File: src/hdl/lru_key_value_cache_top_assert.svh
// assertion macros for the lru key-value cache
// used by the controller and datapath files, no other dependencies
`ifndef LRU_KEY_VALUE_CACHE_TOP_ASSERT_SVH
`define LRU_KEY_VALUE_CACHE_TOP_ASSERT_SVH
`ifndef NO_ASSERTIONS
`define LKVC_ASSERT(lbl, clk, rst, prop, msg) \
  lbl: assert property (@(posedge clk) disable iff (rst) prop) else $error(msg);
`define LKVC_ASSERT_ALWAYS(lbl, clk, prop, msg) \
  lbl: assert property (@(posedge clk) prop) else $error(msg);
`else
`define LKVC_ASSERT(lbl, clk, rst, prop, msg)
`define LKVC_ASSERT_ALWAYS(lbl, clk, prop, msg)
`endif
`endif

File: src/hdl/lkvc_pkg.sv
// shared constants and command struct for the lru key-value cache
// no dependencies
package lkvc_pkg;

  localparam int MAX_ENTRIES_DEFAULT = 16;
  localparam int DATA_W = 32;
  localparam int CAP_W = 5;
  localparam logic [CAP_W-1:0] CAP_RESET = 5'd16;

  localparam logic OP_GET = 1'b0;
  localparam logic OP_PUT = 1'b1;

  localparam logic [DATA_W-1:0] MISS_VALUE = '1;

  typedef struct packed {
    logic load_req;
    logic lookup_en;
    logic update_en;
  } cmd_t;

endpackage

File: src/hdl/lru_key_value_cache_top.sv
// Fully associative LRU key-value cache. Each request beat (get or put) passes through
// a lookup state for the parallel key compare across all entry cells and the value
// memory read, then an update state for the recency rank update, entry write and result
// register load. The next beat is accepted in the update cycle, so a new request can be
// taken while the previous one finishes; a held result stalls the update state and input.
// Valid bits and occupancy are flip-flops cleared at reset, so no clearing pass.
// capacity_in_use sits at byte address 0 and may be written only while idle.
// top level: apb register, controller and datapath; depends on lkvc_pkg
module lru_key_value_cache_top
  import lkvc_pkg::*;
#(
  parameter int MAX_ENTRIES = MAX_ENTRIES_DEFAULT
) (
  input  logic                     clk,
  input  logic                     rst,
  input  logic                     psel,
  input  logic                     penable,
  input  logic                     pwrite,
  input  logic [1:0]               paddr,
  input  logic [31:0]              pwdata,
  output logic [31:0]              prdata,
  output logic                     pready,
  input  logic                     in_valid,
  output logic                     in_stall,
  input  logic                     opcode,
  input  logic signed [DATA_W-1:0] lookup_key,
  input  logic signed [DATA_W-1:0] put_value,
  output logic                     out_valid,
  input  logic                     out_stall,
  output logic                     hit,
  output logic signed [DATA_W-1:0] read_value
);

  logic [CAP_W-1:0] capacity_in_use;
  cmd_t             cmd;

  assign pready = 1'b1;

  // single register, all byte offsets select it
  always_ff @(posedge clk) begin
    if (rst) begin
      capacity_in_use <= CAP_RESET;
    end else if (psel && penable && pwrite && pready) begin
      capacity_in_use <= pwdata[CAP_W-1:0];
    end
  end

  assign prdata = (paddr[1:0] == 2'd0 || paddr[1:0] != 2'd0) ?
                  {{(32-CAP_W){1'b0}}, capacity_in_use} : '0;

  lkvc_ctrl u_ctrl (
    .clk       (clk),
    .rst       (rst),
    .in_valid  (in_valid),
    .in_stall  (in_stall),
    .out_valid (out_valid),
    .out_stall (out_stall),
    .cmd       (cmd)
  );

  lkvc_datapath #(
    .MAX_ENTRIES (MAX_ENTRIES)
  ) u_datapath (
    .clk        (clk),
    .rst        (rst),
    .cmd        (cmd),
    .capacity   (capacity_in_use),
    .opcode     (opcode),
    .lookup_key (lookup_key),
    .put_value  (put_value),
    .hit        (hit),
    .read_value (read_value)
  );

endmodule

File: src/hdl/lkvc_ctrl.sv
// request sequencer and result handshake for the lru key-value cache
// depends on lkvc_pkg and the assertion macro header
`include "lru_key_value_cache_top_assert.svh"
module lkvc_ctrl
  import lkvc_pkg::*;
(
  input  logic clk,
  input  logic rst,
  input  logic in_valid,
  output logic in_stall,
  output logic out_valid,
  input  logic out_stall,
  output cmd_t cmd
);

  typedef enum logic [2:0] {
    ST_IDLE   = 3'b001,
    ST_LOOKUP = 3'b010,
    ST_UPDATE = 3'b100
  } state_t;

  state_t state, state_next;
  logic   out_valid_next;
  logic   out_free;

  assign out_free = !out_valid || !out_stall;

  always_comb begin
    state_next    = state;
    in_stall      = 1'b1;
    cmd.lookup_en = 1'b0;
    cmd.update_en = 1'b0;
    case (state)
      ST_IDLE: begin
        in_stall = 1'b0;
        if (in_valid) begin
          state_next = ST_LOOKUP;
        end
      end
      ST_LOOKUP: begin
        cmd.lookup_en = 1'b1;
        state_next    = ST_UPDATE;
      end
      ST_UPDATE: begin
        if (out_free) begin
          cmd.update_en = 1'b1;
          in_stall      = 1'b0;
          state_next    = in_valid ? ST_LOOKUP : ST_IDLE;
        end
      end
      default: begin
        state_next = ST_IDLE;
      end
    endcase
    cmd.load_req = in_valid && !in_stall;
  end

  always_comb begin
    out_valid_next = out_valid;
    if (cmd.update_en) begin
      out_valid_next = 1'b1;
    end else if (!out_stall) begin
      out_valid_next = 1'b0;
    end
  end

  always_ff @(posedge clk) begin
    if (rst) begin
      state     <= ST_IDLE;
      out_valid <= 1'b0;
    end else begin
      state     <= state_next;
      out_valid <= out_valid_next;
    end
  end

  `LKVC_ASSERT(a_no_overwrite, clk, rst, cmd.update_en |-> !(out_valid && out_stall), "result register overwritten while held")
  `LKVC_ASSERT(a_accept_to_lookup, clk, rst, (in_valid && !in_stall) |=> (state == ST_LOOKUP), "accepted beat did not start a lookup")
  `LKVC_ASSERT(a_lookup_to_update, clk, rst, (state == ST_LOOKUP) |=> (state == ST_UPDATE), "lookup not followed by update")
  `LKVC_ASSERT_ALWAYS(a_reset_clears, clk, rst |=> (!out_valid && state == ST_IDLE), "reset did not clear control state")

endmodule

File: src/hdl/lkvc_datapath.sv
// entry cells, value memory, recency ranks and result register
// depends on lkvc_pkg and the assertion macro header
`include "lru_key_value_cache_top_assert.svh"
module lkvc_datapath
  import lkvc_pkg::*;
#(
  parameter int MAX_ENTRIES = MAX_ENTRIES_DEFAULT
) (
  input  logic                     clk,
  input  logic                     rst,
  input  cmd_t                     cmd,
  input  logic [CAP_W-1:0]         capacity,
  input  logic                     opcode,
  input  logic signed [DATA_W-1:0] lookup_key,
  input  logic signed [DATA_W-1:0] put_value,
  output logic                     hit,
  output logic signed [DATA_W-1:0] read_value
);

  localparam int IW   = (MAX_ENTRIES > 1) ? $clog2(MAX_ENTRIES) : 1;
  localparam int CW   = $clog2(MAX_ENTRIES + 1);
  localparam int CMPW = (CW > CAP_W) ? CW : CAP_W;

  // request register
  logic              req_op;
  logic [DATA_W-1:0] req_key;
  logic [DATA_W-1:0] req_val;

  // entry cells
  logic [DATA_W-1:0]    entry_key [MAX_ENTRIES];
  logic [MAX_ENTRIES-1:0] entry_valid;
  logic [IW-1:0]        recency_rank [MAX_ENTRIES];
  logic [CW-1:0]        occupied_count;
  logic [DATA_W-1:0]    value_mem [MAX_ENTRIES];
  logic [DATA_W-1:0]    rd_data;

  // lookup results
  logic [IW-1:0] sel_idx;
  logic [IW-1:0] sel_rank;
  logic          sel_hit;
  logic          sel_insert;
  logic          sel_age_all;

  logic [MAX_ENTRIES-1:0] match;
  logic [MAX_ENTRIES-1:0] oldest;
  logic [IW-1:0] hit_idx, hit_rank, victim_idx, free_idx, pick_idx;
  logic          any_hit, full;
  logic [CW-1:0] occ_m1;
  logic          do_write;

  assign occ_m1 = occupied_count - CW'(1);

  always_comb begin
    hit_idx    = '0;
    hit_rank   = '0;
    victim_idx = '0;
    free_idx   = '0;
    for (int i = 0; i < MAX_ENTRIES; i++) begin
      match[i]  = entry_valid[i] && (entry_key[i] == req_key);
      oldest[i] = entry_valid[i] && (recency_rank[i] == occ_m1[IW-1:0]);
      if (match[i]) begin
        hit_idx  = hit_idx | IW'(i);
        hit_rank = hit_rank | recency_rank[i];
      end
      if (oldest[i]) begin
        victim_idx = victim_idx | IW'(i);
      end
    end
    for (int i = MAX_ENTRIES - 1; i >= 0; i--) begin
      if (!entry_valid[i]) begin
        free_idx = IW'(i);
      end
    end
  end

  assign any_hit = |match;

  // a capacity of zero acts as one, above the entry count it saturates
  always_comb begin
    full = (occupied_count == CW'(MAX_ENTRIES));
    if (capacity == '0) begin
      full = full || (occupied_count != '0);
    end else begin
      full = full || (CMPW'(occupied_count) >= CMPW'(capacity));
    end
  end

  assign pick_idx = any_hit ? hit_idx : (full ? victim_idx : free_idx);

  always_ff @(posedge clk) begin
    if (cmd.load_req) begin
      req_op  <= opcode;
      req_key <= lookup_key;
      req_val <= put_value;
    end
    if (cmd.lookup_en) begin
      sel_idx     <= pick_idx;
      sel_rank    <= hit_rank;
      sel_hit     <= any_hit;
      sel_insert  <= !any_hit && !full;
      sel_age_all <= !any_hit;
    end
  end

  assign do_write = sel_hit || (req_op == OP_PUT);

  // value memory
  always_ff @(posedge clk) begin
    if (cmd.lookup_en) begin
      rd_data <= value_mem[hit_idx];
    end
    if (cmd.update_en && (req_op == OP_PUT)) begin
      value_mem[sel_idx] <= req_val;
    end
  end

  always_ff @(posedge clk) begin
    if (cmd.update_en && !sel_hit && (req_op == OP_PUT)) begin
      entry_key[sel_idx] <= req_key;
    end
  end

  always_ff @(posedge clk) begin
    if (rst) begin
      entry_valid    <= '0;
      occupied_count <= '0;
      for (int i = 0; i < MAX_ENTRIES; i++) begin
        recency_rank[i] <= '0;
      end
    end else if (cmd.update_en && do_write) begin
      for (int i = 0; i < MAX_ENTRIES; i++) begin
        if (sel_idx == IW'(i)) begin
          recency_rank[i] <= '0;
        end else if (entry_valid[i] && (sel_age_all || (recency_rank[i] < sel_rank))) begin
          recency_rank[i] <= recency_rank[i] + IW'(1);
        end
      end
      if (sel_insert) begin
        entry_valid[sel_idx] <= 1'b1;
        occupied_count       <= occupied_count + CW'(1);
      end
    end
  end

  // result register
  always_ff @(posedge clk) begin
    if (cmd.update_en) begin
      hit        <= sel_hit;
      read_value <= (sel_hit && (req_op == OP_GET)) ? rd_data : MISS_VALUE;
    end
  end

  `LKVC_ASSERT(a_single_match, clk, rst, cmd.lookup_en |-> $onehot0(match), "key present in more than one entry")
  `LKVC_ASSERT(a_occ_bound, clk, rst, occupied_count <= CW'(MAX_ENTRIES), "occupancy above entry count")
  `LKVC_ASSERT(a_occ_matches_valid, clk, rst, $countones(entry_valid) == occupied_count, "occupancy differs from valid entries")

endmodule
File: config.mk
export PLATFORM = sky130hd
export DESIGN_NAME = lru_key_value_cache_top
export DESIGN_NICKNAME = d
export VERILOG_FILES = /design/src/hdl/lkvc_pkg.sv /design/src/hdl/lru_key_value_cache_top.sv /design/src/hdl/lkvc_ctrl.sv /design/src/hdl/lkvc_datapath.sv
export VERILOG_INCLUDE_DIRS = /design/src /design/src/hdl
export SDC_FILE = /design/constraint.sdc
export NUM_CORES = 2
export LEC_CHECK = 0
export ABC_AREA = 1
export BUFFER_PORTS_ARGS = -buffer_cell sky130_fd_sc_hd__clkbuf_2
export CORE_AREA = 2 2 335 337
export CTS_CLUSTER_DIAMETER = 50
export DETAILED_ROUTE_END_ITERATION = 10
export DIE_AREA = 0 0 337 339
export HOLD_SLACK_MARGIN = 0.03
export PLACE_DENSITY = 0.74
export SLEW_MARGIN = 20
export SYNTH_ARGS = -nofsm -noshare
export SYNTH_HDL_FRONTEND = slang
export SYNTH_SLANG_ARGS = --single-unit
File: constraint.sdc
create_clock -name clk -period 5.7 [get_ports clk]
set_input_delay 0.57 -clock clk [delete_from_list [all_inputs] [get_ports clk]]
set_output_delay 0.57 -clock clk [all_outputs]
set_load 0.01 [all_outputs]
; Word-level counts from Yosys, hierarchy flattened
; Memories as Yosys holds them, arrays and structs flattened. A register that Yosys moved wholly into a read port is not among the register bits.
; Index checks and enable logic that the tools add are counted.
[op_classes]
shift = 0
mul = 0
muxes = 261
bitwise_logic = 49
eq_ne = 53
n_div = 0
n_addsub = 18
n_reduce_logical = 92
magnitude_cmp = 19
[op_table]
columns = operator, count
row1 = $eq 32x32->1, 16
row2 = $mux 4, 82
row3 = $mux 1, 160
row4 = $add 4x1->4 const B, 16
row5 = $lt 4x4->1, 16
row6 = $eq 4x4->1, 15
row7 = $or 4x4->4, 15
row8 = $logic_and 1x1->1, 57
row9 = $eq 4x4->1 const B, 8
row10 = $or 1x1->1, 32
row11 = $mux 3, 10
row12 = $logic_or 1x1->1, 21
row13 = $eq 4x3->1 const B, 4
row14 = $or 16x16->16, 1
row15 = $reduce_or 16->1, 1
row16 = $mux 2, 5
row17 = $pmux 3 s3, 1
row18 = $eq 4x2->1 const B, 2
row19 = $logic_not 1->1, 6
row20 = $add 5x1->5 const B, 1
row21 = $eq 5x5->1 const B, 1
row22 = $ge 5x5->1, 1
row23 = $logic_not 5->1, 1
row24 = $lt 4x5->1 const B, 1
row25 = other kinds (17), 19
[word_totals]
romBits = 0
mem_count = 3
in_bits = 106
ramBits = 1088
latch_bits = 0
ff_bits = 139
output_inout_bits = 68
[mem_list]
columns = name, depth, width, rd, rd_clocked_by_memory_dff, write_ports, line_no
row1 = u_datapath.entry_key, 16, 32, 16, 0, 1, lkvc_datapath.sv:30  ; logic [DATA_W-1:0] entry_key [MAX_ENTRIES];
row2 = u_datapath.value_mem, 16, 32, 1, 1, 1, lkvc_datapath.sv:34  ; logic [DATA_W-1:0] value_mem [MAX_ENTRIES];
row3 = u_datapath.recency_rank, 16, 4, 16, 0, 16, lkvc_datapath.sv:32  ; logic [IW-1:0] recency_rank [MAX_ENTRIES];

; Depth between registers and ports, before layout
; An unclocked memory read counts as a cell.
[depth]
ltp_word = 34
mapped_depth = 21
depth_no_buf = 18

; Hierarchy
; A second synthesis with hierarchy kept.
[hier_totals]
cells_unflattened = 6048
hier_area_um2 = 60247.8
[by_module_without_submodules]
columns = mod, seq_area_each_um2, area_per_inst_um2, instances, cells_per_inst
row1 = lkvc_datapath, 37325.8, 59595.9, 1, 5954
row2 = lru_key_value_cache_top, 100.1, 430.4, 1, 60
row3 = lkvc_ctrl, 80.1, 221.5, 1, 34

; Worst setup path after synthesis
; Ideal clock, no wire load.
[synth_path]
path_kind = input port to flip-flop
startpoint = in out_stall
endpoint = mem u_datapath.entry_key[15][0] (enable)
path_buffers = 1
arrival_ps = 4969
path_slack_ps = 270
cell_stages = 6
required_time_ps = 5239
path_cell_list = nand2_1 -> inv_1 -> nor2_1 -> nand2_1 -> clkbuf_1 -> nor3_1
[synth_rtl]
columns = item, line_no
row1 = "start, declared", lru_key_value_cache_top.sv:29  ; input logic out_stall,
row2 = "end, declared", lkvc_datapath.sv:30

; Worst setup path in the final report
[layout_path]
startpoint = reg u_datapath.req_key[5]
endpoint = reg u_datapath.rd_data[10], read port of u_datapath.value_mem, data pin
[layout_via]
elab_chain_len = 17
elab_cells_between_ends = 45
cone_classes = 15 x eq/ne / 15 x mux / 15 x reduce/logical
[layout_rtl]
columns = item, line_no
row1 = "start, declared", lkvc_datapath.sv:26  ; logic [DATA_W-1:0] req_key;
row2 = "start signal, assigned", lkvc_datapath.sv:93  ; req_key <= lookup_key;
row3 = $eq 32x32->1, lkvc_datapath.sv:59  ; match[i] = entry_valid[i] && (entry_key[i] == req_key);
row4 = $logic_and 1x1->1, lkvc_datapath.sv:59
row5 = $mux 1, lkvc_datapath.sv:61  ; if (match[i]) begin
row6 = $mux 2 (2 in a row), lkvc_datapath.sv:61
row7 = $mux 3 (4 in a row), lkvc_datapath.sv:61
row8 = $mux 4 (7 in a row), lkvc_datapath.sv:61
row9 = $mux 4 (*), lkvc_datapath.sv:61
row10 = "end, declared", lkvc_datapath.sv:35  ; logic [DATA_W-1:0] rd_data;
; Mark *: on every way between the ends. The rest lies on a longest branch, timed or not.
; A chain may end at the register's enable or synchronous reset.

==> impl_results.md <==
- FFs w/ async S/R, synth: 0
- Largest area contributor in the netlist: edfxtp_1
- H-tree depth: 4
- Fill cells: 8,656
- Die area: 114,000 um^2
- Die outline width: 337 um
- Crit path kind: reg -> reg
- Hold WC Path Type: in -> reg
- Register share of total power: 0.505
- Pins over their slew limit: 0
- Nets: 6,391
- Post-synth top flop: edfxtp_1
- Largest net degree at the start of global routing: 187
- Maximum VDD drop: 264 uV
- Clock sinks: 1,259
- Sw Ratio: 0.238
- Num CTS Buffers: 143
- Die Height: 339 um
- Crit path max-delay family: buffers and inverters
- Data arrival, critical path: 4.87 ns
- Global route overflow: 0
- Avg Cell Area, Syn: 10.1 um^2
- Post-synthesis sequential element count: 1,259
- Area share of the largest cell type after synthesis: 0.610
- Max transition margin: 0.213
- Placer Congestion: 0.983
- Post-CTS sizing: 0
- DR DRC count: 0
- Cell Area, Placed: 62,800 um^2
- Vias per cell: 5.90
- CTS tree: built
- Syn-to-layout area delta: 12.5%
- Final instance area: 68,100 um^2
- Worst Skew: 0.0349 ns
- DR vias: 46,000
- Number of I/O pins: 174
- GRT Util Overall: 0.327
- Maximum clock rate: 230 MHz
- Core Region: 110,000 um^2
- DR iter-0 viols: 6,820
- Clk slew on worst S/H paths: 0.06 ns
- First-pass GRT wire length: 275,000 um
- Required @ worst endpoint: 6.23 ns
- Pwr/cell area: 303 nW/um^2
- DRT antenna net count: 0
- Dpl hpwl: 111,000 um
- Row count: 122
- Vias in the first global route: 43,800
- Final Hold Fails: 0
- Synth Warn #: 0
- Crit share post-route: 0.762
- Worst-Margin Slew: 1.18 ns
- Final setup violation count: 0
- Max Fanout on Critical Path: 149
- WP buf/inv: 3
- Post-route setup TNS: 0 ns
- Number of max-cap violations: 0
- Skew-Pair Late Insertion Delay: 0.78 ns
- Combinational share of power: 0.060
- Fin util: 0.617
- Crit. End Element: register
- P_sw: 4.92 mW
- Leakage: 26.7 nW
- Starting Density: 0.548
- Status: finished, final reports clean
- Total wire length: 188,000 um
- WL/cell: 24.0 um
- Mapped Area: 60,500 um^2
- Post-synthesis cell count: 6,019
- Synth unique cells: 51
- EDFF count, synth: 1,229
- Root buffer cell: clkbuf_16
- Total iterations of the first detailed-routing run: 6
- Max clock buf depth: 3
- CP cell instances: inv_2 > nand2_1 > nand2_1 > nor2_1 > nand4_1 > nor2_1 > nand3_1 > nand2_1 > nor2_4 > buf_12 > buf_4 > nand3b_1 > nand3_1 > nand3_1 > nand3_1 > nand2_1
- Min Tclk post-route: 4.34 ns
- Port-buffer cells: 116
- Slowest CP cell: inv_2
- CP Launch Type: register
- Seq/Total Area, Yosys: 0.620
- Synth top area cells: edfxtp_1 (61%), nand2_1 (9.1%), nand3_1 (5.0%)
- RSZ-0062 raised after global routing: false
- Power share of the clock group: 0.435
- P_int: 15.7 mW
- Critical path's largest stage delay: 0.78 ns
- Initial antenna violation count: 7
- Ratio of cells with drive above 1 in the final layout: 0.0858
## synth_stat cells, types with 55 or more instances
cell type and instances:
nand2_1 1473, edfxtp_1 1229, inv_1 720, nand3_1 606, nor2_1 484, nand3b_1 169
nand4_1 159, xnor2_1 149, buf_2 135, o21ai_0 119, a21oi_1 83, nor3_1 80
ha_1 71, xor2_1 70, buf_4 55
## what timing repair did
item	in CTS	in global routing
endpoints found under the hold margin	66	0
setup buffers	0	0
hold buffers	66	0
## power groups by stage
stage               Sequential, mW  Clock [mW]  Combinational [mW]
floorplan                     10.6           0               0.642
global route                  10.4        9.41                1.30
detailed placement            10.6           0                1.15
finish                        10.4        8.97                1.23
global placement              10.6           0                1.13
CTS                           10.4        9.03                1.19
## layout by cell type (no fill, tap or decap), types with 20 or more instances in the layout
cell	count
or2_2	20
nand4_1	159
clkinv_1	31
inv_2	36
nand3_1	606
o21ai_0	119
nor2_1	465
dfxtp_1	30
nand2_1	1471
buf_4	104
o211ai_1	44
nor3_1	64
nand3b_1	169
inv_1	719
xor2_1	70
conb_1	28
o21ai_1	20
o22ai_1	53
a21oi_1	83
ha_1	71
nor2_4	23
dlygate4sd3_1	66
nor4_1	25
clkbuf_2	116
clkbuf_16	144
xnor2_1	149
edfxtp_1	1229
## layout make-up
| class | instances | area, um^2 | share of cell area |
|---|---|---|---|
| Sequential cell | 1259 | 37500 | 0.551 |
| Multi-Input combinational cell | 3755 | 19000 | 0.280 |
| Clock buffer | 161 | 3670 | 0.0539 |
| Inverter | 758 | 2850 | 0.0418 |
| Timing Repair Buffer | 297 | 2240 | 0.0329 |
| Tap cell | 1488 | 1860 | 0.0273 |
| Clock inverter | 89 | 917 | 0.0135 |
| Antenna cell | 1 | 2.50 | 0.0000368 |
## final timing paths
kind | start | endpoint | slack [ns] | depth (start not counted)
setup reg to reg | u_datapath.req_key[5]$_DFFE_PP_ | u_datapath.rd_data[10]$_DFFE_PN_ | 1.36 | 16
setup / recovery | u_datapath.req_key[5]$_DFFE_PP_ | u_datapath.rd_data[10]$_DFFE_PN_ | 1.36 | 16
hold reg to reg | u_ctrl.out_valid$_SDFFE_PP0P_ | u_ctrl.out_valid$_SDFFE_PP0P_ | 0.49 | 2
hold / removal | put_value[2] | u_datapath.req_val[2]$_DFFE_PP_ | 0.07 | 1
## cells by family after synthesis
| logic type | after synthesis | synth area share |
|---|---|---|
| compound gates | 366 | 0.0355 |
| flops | 1259 | 0.620 |
| fa+ha+maj | 71 | 0.0147 |
| buf+inv | 1031 | 0.0714 |
| other cells | 2 | 0.000124 |
| simple gates | 3071 | 0.227 |
| xor+xnor | 219 | 0.0317 |
## per-stage QoR
| step | instances | hold slack [ns] | setup WS [ns] | total power [mW] |
|---|---|---|---|---|
| 6_report | 7808 | 0.0721 | 1.36 | 20.6 |
| 5_1_grt | 7807 | 0.0551 | 1.18 | 21.1 |
| 2_1_floorplan | 6045 | 0.424 | 0.270 | 11.2 |
| 3_3_place_gp | 7490 | 0.474 | 1.56 | 11.7 |
| 3_5_place_dp | 7490 | 0.491 | 1.46 | 11.8 |
| 4_1_cts | 7806 | 0.0314 | 1.47 | 20.6 |
## state kept, by name, summed over array words and instances (netlist names), 3 cells and up
register and cells:
u_datapath.entry_key 512, u_datapath.sel_idx 4, u_datapath.sel_rank 4, u_datapath.req_val 32
capacity_in_use 5, u_datapath.recency_rank 64, u_datapath.rd_data 32, u_datapath.occupied_count 5
u_datapath.entry_valid 16, u_ctrl.state 3, u_datapath.read_value 32, u_datapath.value_mem 512
u_datapath.req_key 32
## metal layers
metal	part of all wire	wire length [um]	track usage
met5	0.00043	80	0.00426
met4	0.039	7370	0.134
met3	0.13	25100	0.0782
met2	0.44	82000	0.485
met1	0.39	73100	0.462
Note: power is estimated with default switching activity, not from simulation.
